### config.mk
export PLATFORM = sky130hd
export DESIGN_NAME = trimmed_mean_sensor_filter
export DESIGN_NICKNAME = d
export VERILOG_FILES = /design/src/hw/rtl/tmsf_pkg.sv /design/src/hw/rtl/tmsf_ram.sv /design/src/hw/rtl/tmsf_div.sv /design/src/hw/rtl/trimmed_mean_sensor_filter.sv
export SDC_FILE = /design/constraint.sdc
export NUM_CORES = 2
export LEC_CHECK = 0
export BUFFER_PORTS_ARGS = -buffer_cell sky130_fd_sc_hd__buf_2
export CORE_ASPECT_RATIO = 0.9
export CORE_MARGIN = 2
export CORE_UTILIZATION = 55
export CTS_BUF_LIST = sky130_fd_sc_hd__clkbuf_8
export DETAILED_ROUTE_END_ITERATION = 8
export PLACE_DENSITY = 0.77
export SYNTH_ARGS = -nofsm -noshare
export SYNTH_HDL_FRONTEND = slang
export SYNTH_HIERARCHICAL = 1
export SYNTH_SLANG_ARGS = --single-unit
### constraint.sdc
create_clock -name clk -period 6.3 [get_ports clk]
set_input_delay 0.945 -clock clk [delete_from_list [all_inputs] [get_ports clk]]
set_output_delay 0.945 -clock clk [all_outputs]
set_load 0.05 [all_outputs]
### src/hw/rtl/tmsf_pkg.sv
// ----------------------------------------------------------------------------
// tmsf_pkg: shared types and constants
// widths, register indexes and divider request/response for the filter
// ----------------------------------------------------------------------------
package tmsf_pkg;

    // fixed field widths
    localparam int CH_IN_W    = 3;
    localparam int SUM_W      = 16;
    localparam int CNT_W      = 4;
    localparam int ENTRY_W    = 15;
    localparam int GAIN_W     = 10;
    localparam int STEP_W     = 12;
    localparam int CFG_DATA_W = 12;
    localparam int CFG_IDX_W  = 3;

    // shared divider operand widths
    localparam int DIV_DVD_W = SUM_W + GAIN_W;
    localparam int DIV_DVS_W = 7;
    localparam int DIV_CNT_W = $clog2(DIV_DVD_W);

    // register indexes
    localparam logic [CFG_IDX_W-1:0] CFG_AVG_COUNT     = 3'd0;
    localparam logic [CFG_IDX_W-1:0] CFG_VERTICAL_GAIN = 3'd1;
    localparam logic [CFG_IDX_W-1:0] CFG_DIAGONAL_GAIN = 3'd2;
    localparam logic [CFG_IDX_W-1:0] CFG_UP_STEP       = 3'd3;
    localparam logic [CFG_IDX_W-1:0] CFG_DOWN_STEP     = 3'd4;

    // register reset values
    localparam logic [CNT_W-1:0]  AVG_COUNT_RST = 4'd5;
    localparam logic [GAIN_W-1:0] GAIN_RST      = 10'd100;
    localparam logic [STEP_W-1:0] UP_STEP_RST   = 12'd50;
    localparam logic [STEP_W-1:0] DOWN_STEP_RST = 12'd60;

    // scaled channel numbers
    localparam logic [CH_IN_W-1:0] CH_VERT_A = 3'd2;
    localparam logic [CH_IN_W-1:0] CH_VERT_B = 3'd3;
    localparam logic [CH_IN_W-1:0] CH_DIAG_A = 3'd4;
    localparam logic [CH_IN_W-1:0] CH_DIAG_B = 3'd5;

    // percent divisor, entry ceiling, output granularity
    localparam logic [DIV_DVS_W-1:0] GAIN_DEN  = 7'd100;
    localparam logic [ENTRY_W-1:0]   ENTRY_MAX = 15'h7fff;
    localparam logic [ENTRY_W-1:0]   TENS      = 15'd10;

    typedef struct packed {
        logic                 start;
        logic [DIV_DVD_W-1:0] dividend;
        logic [DIV_DVS_W-1:0] divisor;
    } div_req_t;

    typedef struct packed {
        logic                 done;
        logic [DIV_DVD_W-1:0] quotient;
    } div_rsp_t;

endpackage

### src/hw/rtl/tmsf_ram.sv
// ----------------------------------------------------------------------------
// tmsf_ram: generic single-write, single-read memory
// one write port, one read port, read data registered
// ----------------------------------------------------------------------------
module tmsf_ram #(
    parameter int WIDTH = 15,
    parameter int DEPTH = 30,
    localparam int AW   = (DEPTH > 1) ? $clog2(DEPTH) : 1
) (
    input  logic             clk,
    input  logic             we,
    input  logic [AW-1:0]    waddr,
    input  logic [WIDTH-1:0] wdata,
    input  logic             re,
    input  logic [AW-1:0]    raddr,
    output logic [WIDTH-1:0] rdata
);

    logic [WIDTH-1:0] mem_reg [DEPTH];
    logic [WIDTH-1:0] rdata_reg;

    always_ff @(posedge clk)
    begin
        if (we)
        begin
            mem_reg[waddr] <= wdata;
        end
        if (re)
        begin
            rdata_reg <= mem_reg[raddr];
        end
    end

    assign rdata = rdata_reg;

endmodule

### src/hw/rtl/tmsf_div.sv
// ----------------------------------------------------------------------------
// tmsf_div: shared restoring divider
// one quotient bit per cycle, done pulses once the quotient is complete
// ----------------------------------------------------------------------------
module tmsf_div (
    input  logic               clk,
    input  logic               rst_n,
    input  tmsf_pkg::div_req_t req,
    output tmsf_pkg::div_rsp_t rsp
);
    import tmsf_pkg::*;

    logic                 busy_reg, busy_next;
    logic                 done_reg, done_next;
    logic [DIV_CNT_W-1:0] cnt_reg, cnt_next;
    logic [DIV_DVS_W-1:0] rem_reg, rem_next;
    logic [DIV_DVD_W-1:0] quo_reg, quo_next;
    logic [DIV_DVS_W-1:0] dvs_reg, dvs_next;
    logic [DIV_DVS_W:0]   shifted;
    logic [DIV_DVS_W:0]   diff;
    logic                 fits;

    assign shifted = {rem_reg, quo_reg[DIV_DVD_W-1]};
    assign diff    = shifted - {1'b0, dvs_reg};
    assign fits    = (shifted >= {1'b0, dvs_reg});

    always_comb
    begin
        busy_next = busy_reg;
        done_next = 1'b0;
        cnt_next  = cnt_reg;
        rem_next  = rem_reg;
        quo_next  = quo_reg;
        dvs_next  = dvs_reg;
        if (req.start)
        begin
            busy_next = 1'b1;
            cnt_next  = '0;
            rem_next  = '0;
            quo_next  = req.dividend;
            dvs_next  = req.divisor;
        end
        else if (busy_reg)
        begin
            rem_next = fits ? diff[DIV_DVS_W-1:0] : shifted[DIV_DVS_W-1:0];
            quo_next = {quo_reg[DIV_DVD_W-2:0], fits};
            if (cnt_reg == DIV_CNT_W'(DIV_DVD_W - 1))
            begin
                busy_next = 1'b0;
                done_next = 1'b1;
            end
            else
            begin
                cnt_next = cnt_reg + 1'b1;
            end
        end
    end

    always_ff @(posedge clk or negedge rst_n)
    begin
        if (!rst_n)
        begin
            busy_reg <= 1'b0;
            done_reg <= 1'b0;
            cnt_reg  <= '0;
        end
        else
        begin
            busy_reg <= busy_next;
            done_reg <= done_next;
            cnt_reg  <= cnt_next;
        end
    end

    always_ff @(posedge clk)
    begin
        rem_reg <= rem_next;
        quo_reg <= quo_next;
        dvs_reg <= dvs_next;
    end

    assign rsp.done     = done_reg;
    assign rsp.quotient = quo_reg;

endmodule

### src/hw/rtl/trimmed_mean_sensor_filter.sv
// ----------------------------------------------------------------------------
// trimmed_mean_sensor_filter: olympic trimmed-mean filter with slew limit
// per-channel group average, percent gain, trimmed window mean, smoothing
// ----------------------------------------------------------------------------
// One request at a time. A request that does not close a group passes
// through S_IDLE and S_ACC (a channel number at or above NUM_CHANNELS is
// dropped in S_IDLE). Closing a group runs the average through the shared
// restoring divider, and on a gain channel the product goes through the
// divider a second time for the divide by 100. Closing a window adds the
// five-entry readout from the window memory (S_RD_ADDR then S_RD_DATA per
// entry), one more divider pass for the trim divide and the smoothing step,
// plus any wait for out_ready while an earlier result is still held. No
// clearing pass is needed after reset: window entries are always written
// before they are read.
// ----------------------------------------------------------------------------
module trimmed_mean_sensor_filter #(
    parameter int NUM_CHANNELS = 6,
    parameter int WINDOW_LEN   = 5,
    parameter int SAMPLE_BITS  = 12
) (
    input  logic                                clk,
    input  logic                                rst_n,
    // configuration writes
    input  logic                                cfg_we,
    input  logic [tmsf_pkg::CFG_IDX_W-1:0]      cfg_index,
    input  logic [tmsf_pkg::CFG_DATA_W-1:0]     cfg_data,
    // sample requests
    input  logic                                in_valid,
    output logic                                in_ready,
    input  logic [tmsf_pkg::CH_IN_W-1:0]        channel,
    input  logic [SAMPLE_BITS-1:0]              sample,
    // result requests
    output logic                                out_valid,
    input  logic                                out_ready,
    output logic [tmsf_pkg::CH_IN_W-1:0]        out_channel,
    output logic [tmsf_pkg::ENTRY_W-1:0]        filtered_value,
    output logic [tmsf_pkg::ENTRY_W-1:0]        smoothed_value
);
    import tmsf_pkg::*;

    // channel index, window slot and window memory address widths
    localparam int CH_W     = (NUM_CHANNELS > 1) ? $clog2(NUM_CHANNELS) : 1;
    localparam int FILL_W   = $clog2(WINDOW_LEN);
    localparam int MEM_D    = NUM_CHANNELS * WINDOW_LEN;
    localparam int AW       = (MEM_D > 1) ? $clog2(MEM_D) : 1;
    // window sum and the trim divisor: drop two, average the rest, then tens
    localparam int WSUM_W   = ENTRY_W + $clog2(WINDOW_LEN);
    localparam int TRIM_DEN = (WINDOW_LEN - 2) * 10;

    typedef enum logic [3:0] {
        S_IDLE,
        S_ACC,
        S_DIV_AVG,
        S_DIV_GAIN,
        S_WRITE,
        S_RD_ADDR,
        S_RD_DATA,
        S_TRIM,
        S_DIV_MEAN,
        S_SMOOTH,
        S_EMIT
    } state_t;

    // configuration registers
    logic [CNT_W-1:0]  avg_count_reg;
    logic [GAIN_W-1:0] vertical_gain_reg;
    logic [GAIN_W-1:0] diagonal_gain_reg;
    logic [STEP_W-1:0] up_step_reg;
    logic [STEP_W-1:0] down_step_reg;

    // per-channel state
    logic [SUM_W-1:0]   sum_mem_reg  [NUM_CHANNELS];
    logic [CNT_W-1:0]   cnt_mem_reg  [NUM_CHANNELS];
    logic [FILL_W-1:0]  fill_mem_reg [NUM_CHANNELS];
    logic [ENTRY_W-1:0] sm_mem_reg   [NUM_CHANNELS];

    // sequencer
    state_t             state_reg, state_next;
    logic [CH_IN_W-1:0] ch_reg, ch_next;
    logic [CH_W-1:0]    ch_idx_reg, ch_idx_next;
    logic [SAMPLE_BITS-1:0] smp_reg, smp_next;
    logic [AW-1:0]      base_reg, base_next;
    logic [FILL_W-1:0]  k_reg, k_next;
    logic [ENTRY_W-1:0] entry_reg, entry_next;
    logic [WSUM_W-1:0]  acc_reg, acc_next;
    logic [ENTRY_W-1:0] lo_reg, lo_next;
    logic [ENTRY_W-1:0] hi_reg, hi_next;
    logic [ENTRY_W-1:0] filt_reg, filt_next;
    logic [ENTRY_W-1:0] smooth_reg, smooth_next;
    div_req_t           div_req_reg, div_req_next;
    div_rsp_t           div_rsp;
    logic               out_valid_reg, out_valid_next;
    logic [CH_IN_W-1:0] out_channel_reg, out_channel_next;
    logic [ENTRY_W-1:0] out_filt_reg, out_filt_next;
    logic [ENTRY_W-1:0] out_smooth_reg, out_smooth_next;

    // per-channel write controls
    logic               grp_we;
    logic [SUM_W-1:0]   grp_sum_wdata;
    logic [CNT_W-1:0]   grp_cnt_wdata;
    logic               fill_we;
    logic [FILL_W-1:0]  fill_wdata;
    logic               sm_we;

    // window memory ports
    logic               ram_we;
    logic [AW-1:0]      ram_waddr;
    logic               ram_re;
    logic [AW-1:0]      ram_raddr;
    logic [ENTRY_W-1:0] ram_rdata;

    // datapath helpers
    logic               accept;
    logic [CNT_W-1:0]   n_eff;
    logic [SUM_W-1:0]   sum_new;
    logic [CNT_W-1:0]   cnt_new;
    logic               group_done;
    logic [FILL_W-1:0]  fill_cur;
    logic               is_vert;
    logic               is_diag;
    logic [GAIN_W-1:0]  gain_sel;
    logic [SUM_W-1:0]   avg;
    logic [DIV_DVD_W-1:0] prod;
    logic [WSUM_W-1:0]  trim_sum;
    logic [ENTRY_W-1:0] sm_old;
    logic [ENTRY_W-1:0] sm_calc;

    assign accept   = in_valid && in_ready;
    assign in_ready = (state_reg == S_IDLE);

    // configuration port, indexes beyond the list are ignored
    always_ff @(posedge clk or negedge rst_n)
    begin
        if (!rst_n)
        begin
            avg_count_reg     <= AVG_COUNT_RST;
            vertical_gain_reg <= GAIN_RST;
            diagonal_gain_reg <= GAIN_RST;
            up_step_reg       <= UP_STEP_RST;
            down_step_reg     <= DOWN_STEP_RST;
        end
        else if (cfg_we)
        begin
            case (cfg_index)
                CFG_AVG_COUNT:     avg_count_reg     <= cfg_data[CNT_W-1:0];
                CFG_VERTICAL_GAIN: vertical_gain_reg <= cfg_data[GAIN_W-1:0];
                CFG_DIAGONAL_GAIN: diagonal_gain_reg <= cfg_data[GAIN_W-1:0];
                CFG_UP_STEP:       up_step_reg       <= cfg_data[STEP_W-1:0];
                CFG_DOWN_STEP:     down_step_reg     <= cfg_data[STEP_W-1:0];
                default:           ;
            endcase
        end
    end

    // group accumulate; a zero count acts as one, and a count lowered
    // mid-group closes the group at once
    assign n_eff      = (avg_count_reg == '0) ? CNT_W'(1) : avg_count_reg;
    assign sum_new    = sum_mem_reg[ch_idx_reg] + SUM_W'(smp_reg);
    assign cnt_new    = cnt_mem_reg[ch_idx_reg] + CNT_W'(1);
    assign group_done = (cnt_new >= n_eff);

    // window slot; a full count wraps to the first slot
    assign fill_cur = (32'(fill_mem_reg[ch_idx_reg]) >= WINDOW_LEN) ? '0
                    : fill_mem_reg[ch_idx_reg];

    // gain select: vertical pair, diagonal pair, the rest unscaled
    assign is_vert  = (ch_reg == CH_VERT_A) || (ch_reg == CH_VERT_B);
    assign is_diag  = (ch_reg == CH_DIAG_A) || (ch_reg == CH_DIAG_B);
    assign gain_sel = is_vert ? vertical_gain_reg : diagonal_gain_reg;
    assign avg      = div_rsp.quotient[SUM_W-1:0];
    assign prod     = avg * gain_sel;

    // sum of the middle entries
    assign trim_sum = acc_reg - WSUM_W'(lo_reg) - WSUM_W'(hi_reg);

    // slew limit; a step is taken only when it falls short of the target, so no wrap
    assign sm_old = sm_mem_reg[ch_idx_reg];
    always_comb
    begin
        if (filt_reg >= sm_old)
        begin
            sm_calc = ((filt_reg - sm_old) > ENTRY_W'(up_step_reg))
                    ? sm_old + ENTRY_W'(up_step_reg) : filt_reg;
        end
        else
        begin
            sm_calc = ((sm_old - filt_reg) > ENTRY_W'(down_step_reg))
                    ? sm_old - ENTRY_W'(down_step_reg) : filt_reg;
        end
    end

    // sequencer next state
    always_comb
    begin
        state_next       = state_reg;
        ch_next          = ch_reg;
        ch_idx_next      = ch_idx_reg;
        smp_next         = smp_reg;
        base_next        = base_reg;
        k_next           = k_reg;
        entry_next       = entry_reg;
        acc_next         = acc_reg;
        lo_next          = lo_reg;
        hi_next          = hi_reg;
        filt_next        = filt_reg;
        smooth_next      = smooth_reg;
        div_req_next     = div_req_reg;
        div_req_next.start = 1'b0;
        out_valid_next   = out_valid_reg && !out_ready;
        out_channel_next = out_channel_reg;
        out_filt_next    = out_filt_reg;
        out_smooth_next  = out_smooth_reg;

        grp_we        = 1'b0;
        grp_sum_wdata = sum_new;
        grp_cnt_wdata = cnt_new;
        fill_we       = 1'b0;
        fill_wdata    = fill_cur + FILL_W'(1);
        sm_we         = 1'b0;
        ram_we        = 1'b0;
        ram_waddr     = base_reg + AW'(fill_cur);
        ram_re        = 1'b0;
        ram_raddr     = base_reg + AW'(k_reg);

        case (state_reg)
            S_IDLE:
            begin
                if (accept)
                begin
                    ch_next     = channel;
                    ch_idx_next = CH_W'(channel);
                    smp_next    = sample;
                    // channels past the last one are dropped
                    if (32'(channel) < NUM_CHANNELS)
                    begin
                        state_next = S_ACC;
                    end
                end
            end

            S_ACC:
            begin
                grp_we    = 1'b1;
                base_next = AW'(ch_idx_reg * WINDOW_LEN);
                if (group_done)
                begin
                    grp_sum_wdata         = '0;
                    grp_cnt_wdata         = '0;
                    div_req_next.start    = 1'b1;
                    div_req_next.dividend = DIV_DVD_W'(sum_new);
                    div_req_next.divisor  = DIV_DVS_W'(n_eff);
                    state_next            = S_DIV_AVG;
                end
                else
                begin
                    state_next = S_IDLE;
                end
            end

            S_DIV_AVG:
            begin
                if (div_rsp.done)
                begin
                    if (is_vert || is_diag)
                    begin
                        // product goes straight into the divider operand
                        div_req_next.start    = 1'b1;
                        div_req_next.dividend = prod;
                        div_req_next.divisor  = GAIN_DEN;
                        state_next            = S_DIV_GAIN;
                    end
                    else
                    begin
                        entry_next = (avg > SUM_W'(ENTRY_MAX)) ? ENTRY_MAX
                                   : avg[ENTRY_W-1:0];
                        state_next = S_WRITE;
                    end
                end
            end

            S_DIV_GAIN:
            begin
                if (div_rsp.done)
                begin
                    entry_next = (div_rsp.quotient > DIV_DVD_W'(ENTRY_MAX)) ? ENTRY_MAX
                               : div_rsp.quotient[ENTRY_W-1:0];
                    state_next = S_WRITE;
                end
            end

            S_WRITE:
            begin
                ram_we  = 1'b1;
                fill_we = 1'b1;
                if (fill_cur == FILL_W'(WINDOW_LEN - 1))
                begin
                    fill_wdata = '0;
                    k_next     = '0;
                    acc_next   = '0;
                    state_next = S_RD_ADDR;
                end
                else
                begin
                    state_next = S_IDLE;
                end
            end

            S_RD_ADDR:
            begin
                ram_re     = 1'b1;
                state_next = S_RD_DATA;
            end

            S_RD_DATA:
            begin
                acc_next = acc_reg + WSUM_W'(ram_rdata);
                if (k_reg == '0)
                begin
                    lo_next = ram_rdata;
                    hi_next = ram_rdata;
                end
                else
                begin
                    lo_next = (ram_rdata < lo_reg) ? ram_rdata : lo_reg;
                    hi_next = (ram_rdata > hi_reg) ? ram_rdata : hi_reg;
                end
                if (k_reg == FILL_W'(WINDOW_LEN - 1))
                begin
                    state_next = S_TRIM;
                end
                else
                begin
                    k_next     = k_reg + FILL_W'(1);
                    state_next = S_RD_ADDR;
                end
            end

            S_TRIM:
            begin
                div_req_next.start    = 1'b1;
                div_req_next.dividend = DIV_DVD_W'(trim_sum);
                div_req_next.divisor  = DIV_DVS_W'(TRIM_DEN);
                state_next            = S_DIV_MEAN;
            end

            S_DIV_MEAN:
            begin
                if (div_rsp.done)
                begin
                    // quotient is the mean in tens
                    filt_next  = div_rsp.quotient[ENTRY_W-1:0] * TENS;
                    state_next = S_SMOOTH;
                end
            end

            S_SMOOTH:
            begin
                sm_we       = 1'b1;
                smooth_next = sm_calc;
                state_next  = S_EMIT;
            end

            S_EMIT:
            begin
                // hold until the output register is free
                if (!out_valid_reg || out_ready)
                begin
                    out_valid_next   = 1'b1;
                    out_channel_next = ch_reg;
                    out_filt_next    = filt_reg;
                    out_smooth_next  = smooth_reg;
                    state_next       = S_IDLE;
                end
            end

            default:
            begin
                state_next = S_IDLE;
            end
        endcase
    end

    // sequencer state and registered outputs
    always_ff @(posedge clk or negedge rst_n)
    begin
        if (!rst_n)
        begin
            state_reg         <= S_IDLE;
            div_req_reg       <= '0;
            out_valid_reg     <= 1'b0;
        end
        else
        begin
            state_reg         <= state_next;
            div_req_reg       <= div_req_next;
            out_valid_reg     <= out_valid_next;
        end
    end

    // working registers, no reset needed
    always_ff @(posedge clk)
    begin
        ch_reg               <= ch_next;
        ch_idx_reg           <= ch_idx_next;
        smp_reg              <= smp_next;
        base_reg             <= base_next;
        k_reg                <= k_next;
        entry_reg            <= entry_next;
        acc_reg              <= acc_next;
        lo_reg               <= lo_next;
        hi_reg               <= hi_next;
        filt_reg             <= filt_next;
        smooth_reg           <= smooth_next;
        out_channel_reg      <= out_channel_next;
        out_filt_reg         <= out_filt_next;
        out_smooth_reg       <= out_smooth_next;
    end

    // per-channel state, all cleared at reset
    always_ff @(posedge clk or negedge rst_n)
    begin
        if (!rst_n)
        begin
            for (int i = 0; i < NUM_CHANNELS; i++)
            begin
                sum_mem_reg[i]  <= '0;
                cnt_mem_reg[i]  <= '0;
                fill_mem_reg[i] <= '0;
                sm_mem_reg[i]   <= '0;
            end
        end
        else
        begin
            if (grp_we)
            begin
                sum_mem_reg[ch_idx_reg] <= grp_sum_wdata;
                cnt_mem_reg[ch_idx_reg] <= grp_cnt_wdata;
            end
            if (fill_we)
            begin
                fill_mem_reg[ch_idx_reg] <= fill_wdata;
            end
            if (sm_we)
            begin
                sm_mem_reg[ch_idx_reg] <= sm_calc;
            end
        end
    end

    // window entries, one row of WINDOW_LEN per channel
    tmsf_ram #(
        .WIDTH (ENTRY_W),
        .DEPTH (MEM_D)
    ) u_window_ram (
        .clk   (clk),
        .we    (ram_we),
        .waddr (ram_waddr),
        .wdata (entry_reg),
        .re    (ram_re),
        .raddr (ram_raddr),
        .rdata (ram_rdata)
    );

    // shared divider: group average, percent gain, trimmed mean
    tmsf_div u_div (
        .clk   (clk),
        .rst_n (rst_n),
        .req   (div_req_reg),
        .rsp   (div_rsp)
    );

    assign out_valid      = out_valid_reg;
    assign out_channel    = out_channel_reg;
    assign filtered_value = out_filt_reg;
    assign smoothed_value = out_smooth_reg;

endmodule

==> out/results.md <==
| Stage | Parameter | Value |
|:---|:---|:---|
| routing | Routed len/inst | 22.26 um |
| timing | Period utilisation layout | 0.9879 |
| routing | Total length of routed wires | 126000 um |
| finish | Final #Nets | 4709 |
| worst setup path | Slowest-stage cell, CP | fa_1 |
| timing | Setup repair after global routing missed its margin | yes |
| global routing | Residual overflow from global routing | 0 |
| worst setup path | Crit Path Class | reg2reg |
| global routing | Wire length of the first global-routing pass | 196200 um |
| floorplan | Chip height | 294.0 um |
| worst setup path | Worst path required time | 6.97 ns |
| placed design | Placed wire-length estimate | 87390 um |
| yosys | Sequential cell area fraction in the yosys report | 0.5363 |
| yosys | Number of flip-flops and latches in the synthesized netlist | 973 |
| finish | Non-filler instance count after layout | 5660 |
| placed design | Dpl cells | 5361 |
| outcome | Run status | finished, violations left |
| yosys | Async SR Flop Fraction | 0.3299 |
| cts | Deepest level of the CTS H-tree | 4 |
| finish | Proportion of layout cells with a drive suffix above 1 | 0.1696 |
| timing | Fmax | 160.7 MHz |
| floorplan | Full die area | 95900 sq um |
| floorplan | Site row count | 106 |
| worst setup path | Category of the worst setup path capture point | flop |
| yosys | Synth Net Count | 4514 |
| placed design | Count of port buffers added during placement | 68 |
| yosys | Top post-synthesis cells by area | edfxtp_1 38%, dfrtp_1 15%, ha_1 6.2% |
| timing | Final Hold Fails | 0 |
| worst setup path | Largest stage delay on the critical path | 0.53 ns |
| routing | Drc violations | 0 |
| worst setup path | Worst Setup Start Kind | flop |
| placed design | Setup WS pre-CTS | 0.02067 ns |
| routing | Via count | 34100 |
| cts | Num CTS Buffers | 153 |
| cts | CTS tree | yes |
| yosys | Most used flip-flop cell after synthesis | edfxtp_1 |
| floorplan | Die boundary width | 326.2 um |
| floorplan | Initial standard-cell utilization of the core | 0.5543 |
| worst setup path | Cell family with the largest share of critical-path delay | adder cells |
| yosys | Number of distinct standard cells referenced by the synthesized netlist | 90 |
| timing | Worst slew margin relative to its limit | 0.1677 |
| yosys | Cell accounting for the most synthesized area | edfxtp_1 |
| worst setup path | Biggest fanout along the worst timing path | 15 |
| timing | Slew Viols, Final | 0 |
| routing | Post-detailed-route via-to-cell ratio | 6.025 |
| timing | Final sum of negative setup slack | 0 ns |
| yosys | Portion of synthesized cell area occupied by the leading cell type | 0.3769 |
| routing | Initial DRT Pass Iterations | 9 |
| timing | Post-layout min period | 6.224 ns |
| global routing | Via count of the first global-routing pass | 34160 |
| routing | Number of violations reported at the end of detailed-routing iteration 0 | 3235 |
| timing | Final WS setup | 0.07607 ns |
| cts | Clk Latency, worst-skew pair | 0.87 ns |
| global routing | Maximum number of pins on one net before global-route repair | 136 |
| global routing | Total routing usage reported by global routing | 0.2658 |
| finish | Flip-flop count of the largest register after layout | 450 |
| placed design | Gp weighted congestion | 0.9617 |
| worst setup path | Buf/Inv on CP | 6 |
| cts | Clock sink count | 973 |
| floorplan | I/O pin cnt | 70 |
| yosys | Average cell area after synthesis | 12.57 sq um |
| routing | Remaining number of nets flagged by the antenna check after routing | 1 |
| yosys | Synth Instances | 4088 |
| cts | Maximum buffer depth of the clock tree | 3 |
| global routing | Antenna violations before repair | 4 |
| timing | Actual transition at the worst max-transition pin | 1.240 ns |
| yosys | Yosys warnings | 6 |
| cts | Clock transition at the registers of the reported paths | 0.06 ns |
| worst setup path | Cell-by-cell listing of the critical path | nor2b_4 > buf_12 > mux2_2 > buf_4 > and2_1 > fa_1 > ha_1 > inv_1 > fa_1 > inv_1 > fa_1 > inv_1 > fa_1 > inv_1 > ha_4 > or3_4 > or2_4 > a31oi_4 > a21oi_4 > a221o_1 > a21oi_2 > xnor2_1 > a222oi_1 > nand3_1 |
| worst setup path | Endpoint arrival time on the critical path | 6.90 ns |
| cts | CTS hold repair buffers | 0 |
| finish | Layout overhead on the synthesized area | 10.86% |
| floorplan | Placeable core region | 92710 sq um |
| cts | Root buffer cell | clkbuf_8 |
| timing | Setup violators final | 0 |
| timing | Setup Skew | 0.07416 ns |
| yosys | Cell Area, Synth | 51390 sq um |
| outcome | Violated checks | antenna violations |
| worst hold path | Path category of the worst min-delay check | in2async |
| flow run | Reported max-cap violation count | 0 |
| yosys | Number of synthesized flops with an enable pin | 645 |
worst paths after layout:
check,slack [ns],depth (start not counted),start,endpoint
worst max-delay path,0.08,24,ch_idx_reg[2],div_req_reg[24]
max in group asynchronous,4.52,2,rst_n,sum_mem_reg[41]
worst min register to register,0.42,0,smooth_reg[11],smoothed_value[11]
worst max register to register,0.08,24,ch_idx_reg[2],div_req_reg[24]
worst min-delay path,0.17,1,rst_n,sm_mem_reg[86]
min in group clk,0.29,1,sample[8],smp_reg[8]
cells in the mapped netlist, types with 25 or more instances:
cell type,count
mux2_2,143
buf_2,25
a21o_1,44
fa_1,135
o31ai_1,56
a31oi_1,27
a22oi_1,25
ha_1,256
nor2b_1,35
clkbuf_1,118
inv_1,295
nand2_1,417
nand3_1,50
edfxtp_1,645
mux2i_1,128
and2_1,89
nor3_1,42
mux4_2,97
dfrtp_1,306
a21oi_1,143
xor2_1,39
o21a_1,28
o22ai_1,30
xnor2_1,84
o21ai_0,222
nand2b_1,50
nor2_1,159
repair_timing:
action,CTS,global route
cloned,0,0
pin swaps,0,18
resized for setup,2,28
endpoints found under the setup margin,2,37
buffers inserted,1,8
cell usage in the layout (no fill, tap or decap), types with 50 or more instances in the layout:
master,instances
edfxtp_1,645
nand2_1,417
inv_1,346
dfrtp_1,305
ha_1,252
o21ai_0,219
clkbuf_8,164
nor2_1,158
buf_4,150
mux2_2,141
a21oi_1,139
fa_1,134
mux2i_1,128
mux4_2,97
and2_1,89
xnor2_1,82
buf_2,67
o31ai_1,56
nand3_1,50
per-stage QoR:
stage	instance area [sq um]	hold WS [ns]	util
2_1_floorplan	51430	0.4003	-
3_3_place_gp	53630	0.4033	0.5785
3_5_place_dp	53630	0.4061	0.5785
4_1_cts	56760	0.1386	0.6123
5_1_grt	56950	0.2147	0.6144
6_report	56970	0.1735	0.6145
routing by layer:
| metal | global-route usage | part of all wire |
|---|---|---|
| met3 | 0.05905 | 0.099 |
| met2 | 0.4009 | 0.45 |
| met5 | 0 | 0.000087 |
| met1 | 0.3830 | 0.43 |
| met4 | 0.09048 | 0.028 |
cells by family (layout without fill, tap and decap cells):
group,Yosys count,count (layout),synth area share
other cells,1,9,0.00007297
mux,381,381,0.1026
xor+xnor,123,123,0.02096
flops,973,973,0.5363
compound gates,755,755,0.09473
fa+ha+maj,391,391,0.1149
buf+inv,484,806,0.03966
simple gates,980,980,0.09074
area by class of cell:
class / instances / area (sq um)
clock inverter: 118 / 857.1
sequential: 973 / 27560
timing repair buffer: 226 / 1602
clock buffer: 164 / 2257
inverter: 298 / 1119
multi-input combinational: 2631 / 22000
antenna: 8 / 20.02
tap: 1242 / 1554
fill: 6916 / 35730
Power is not shown: default switching activity piles up to over one toggle a cycle in this logic, so the estimate is an artifact.
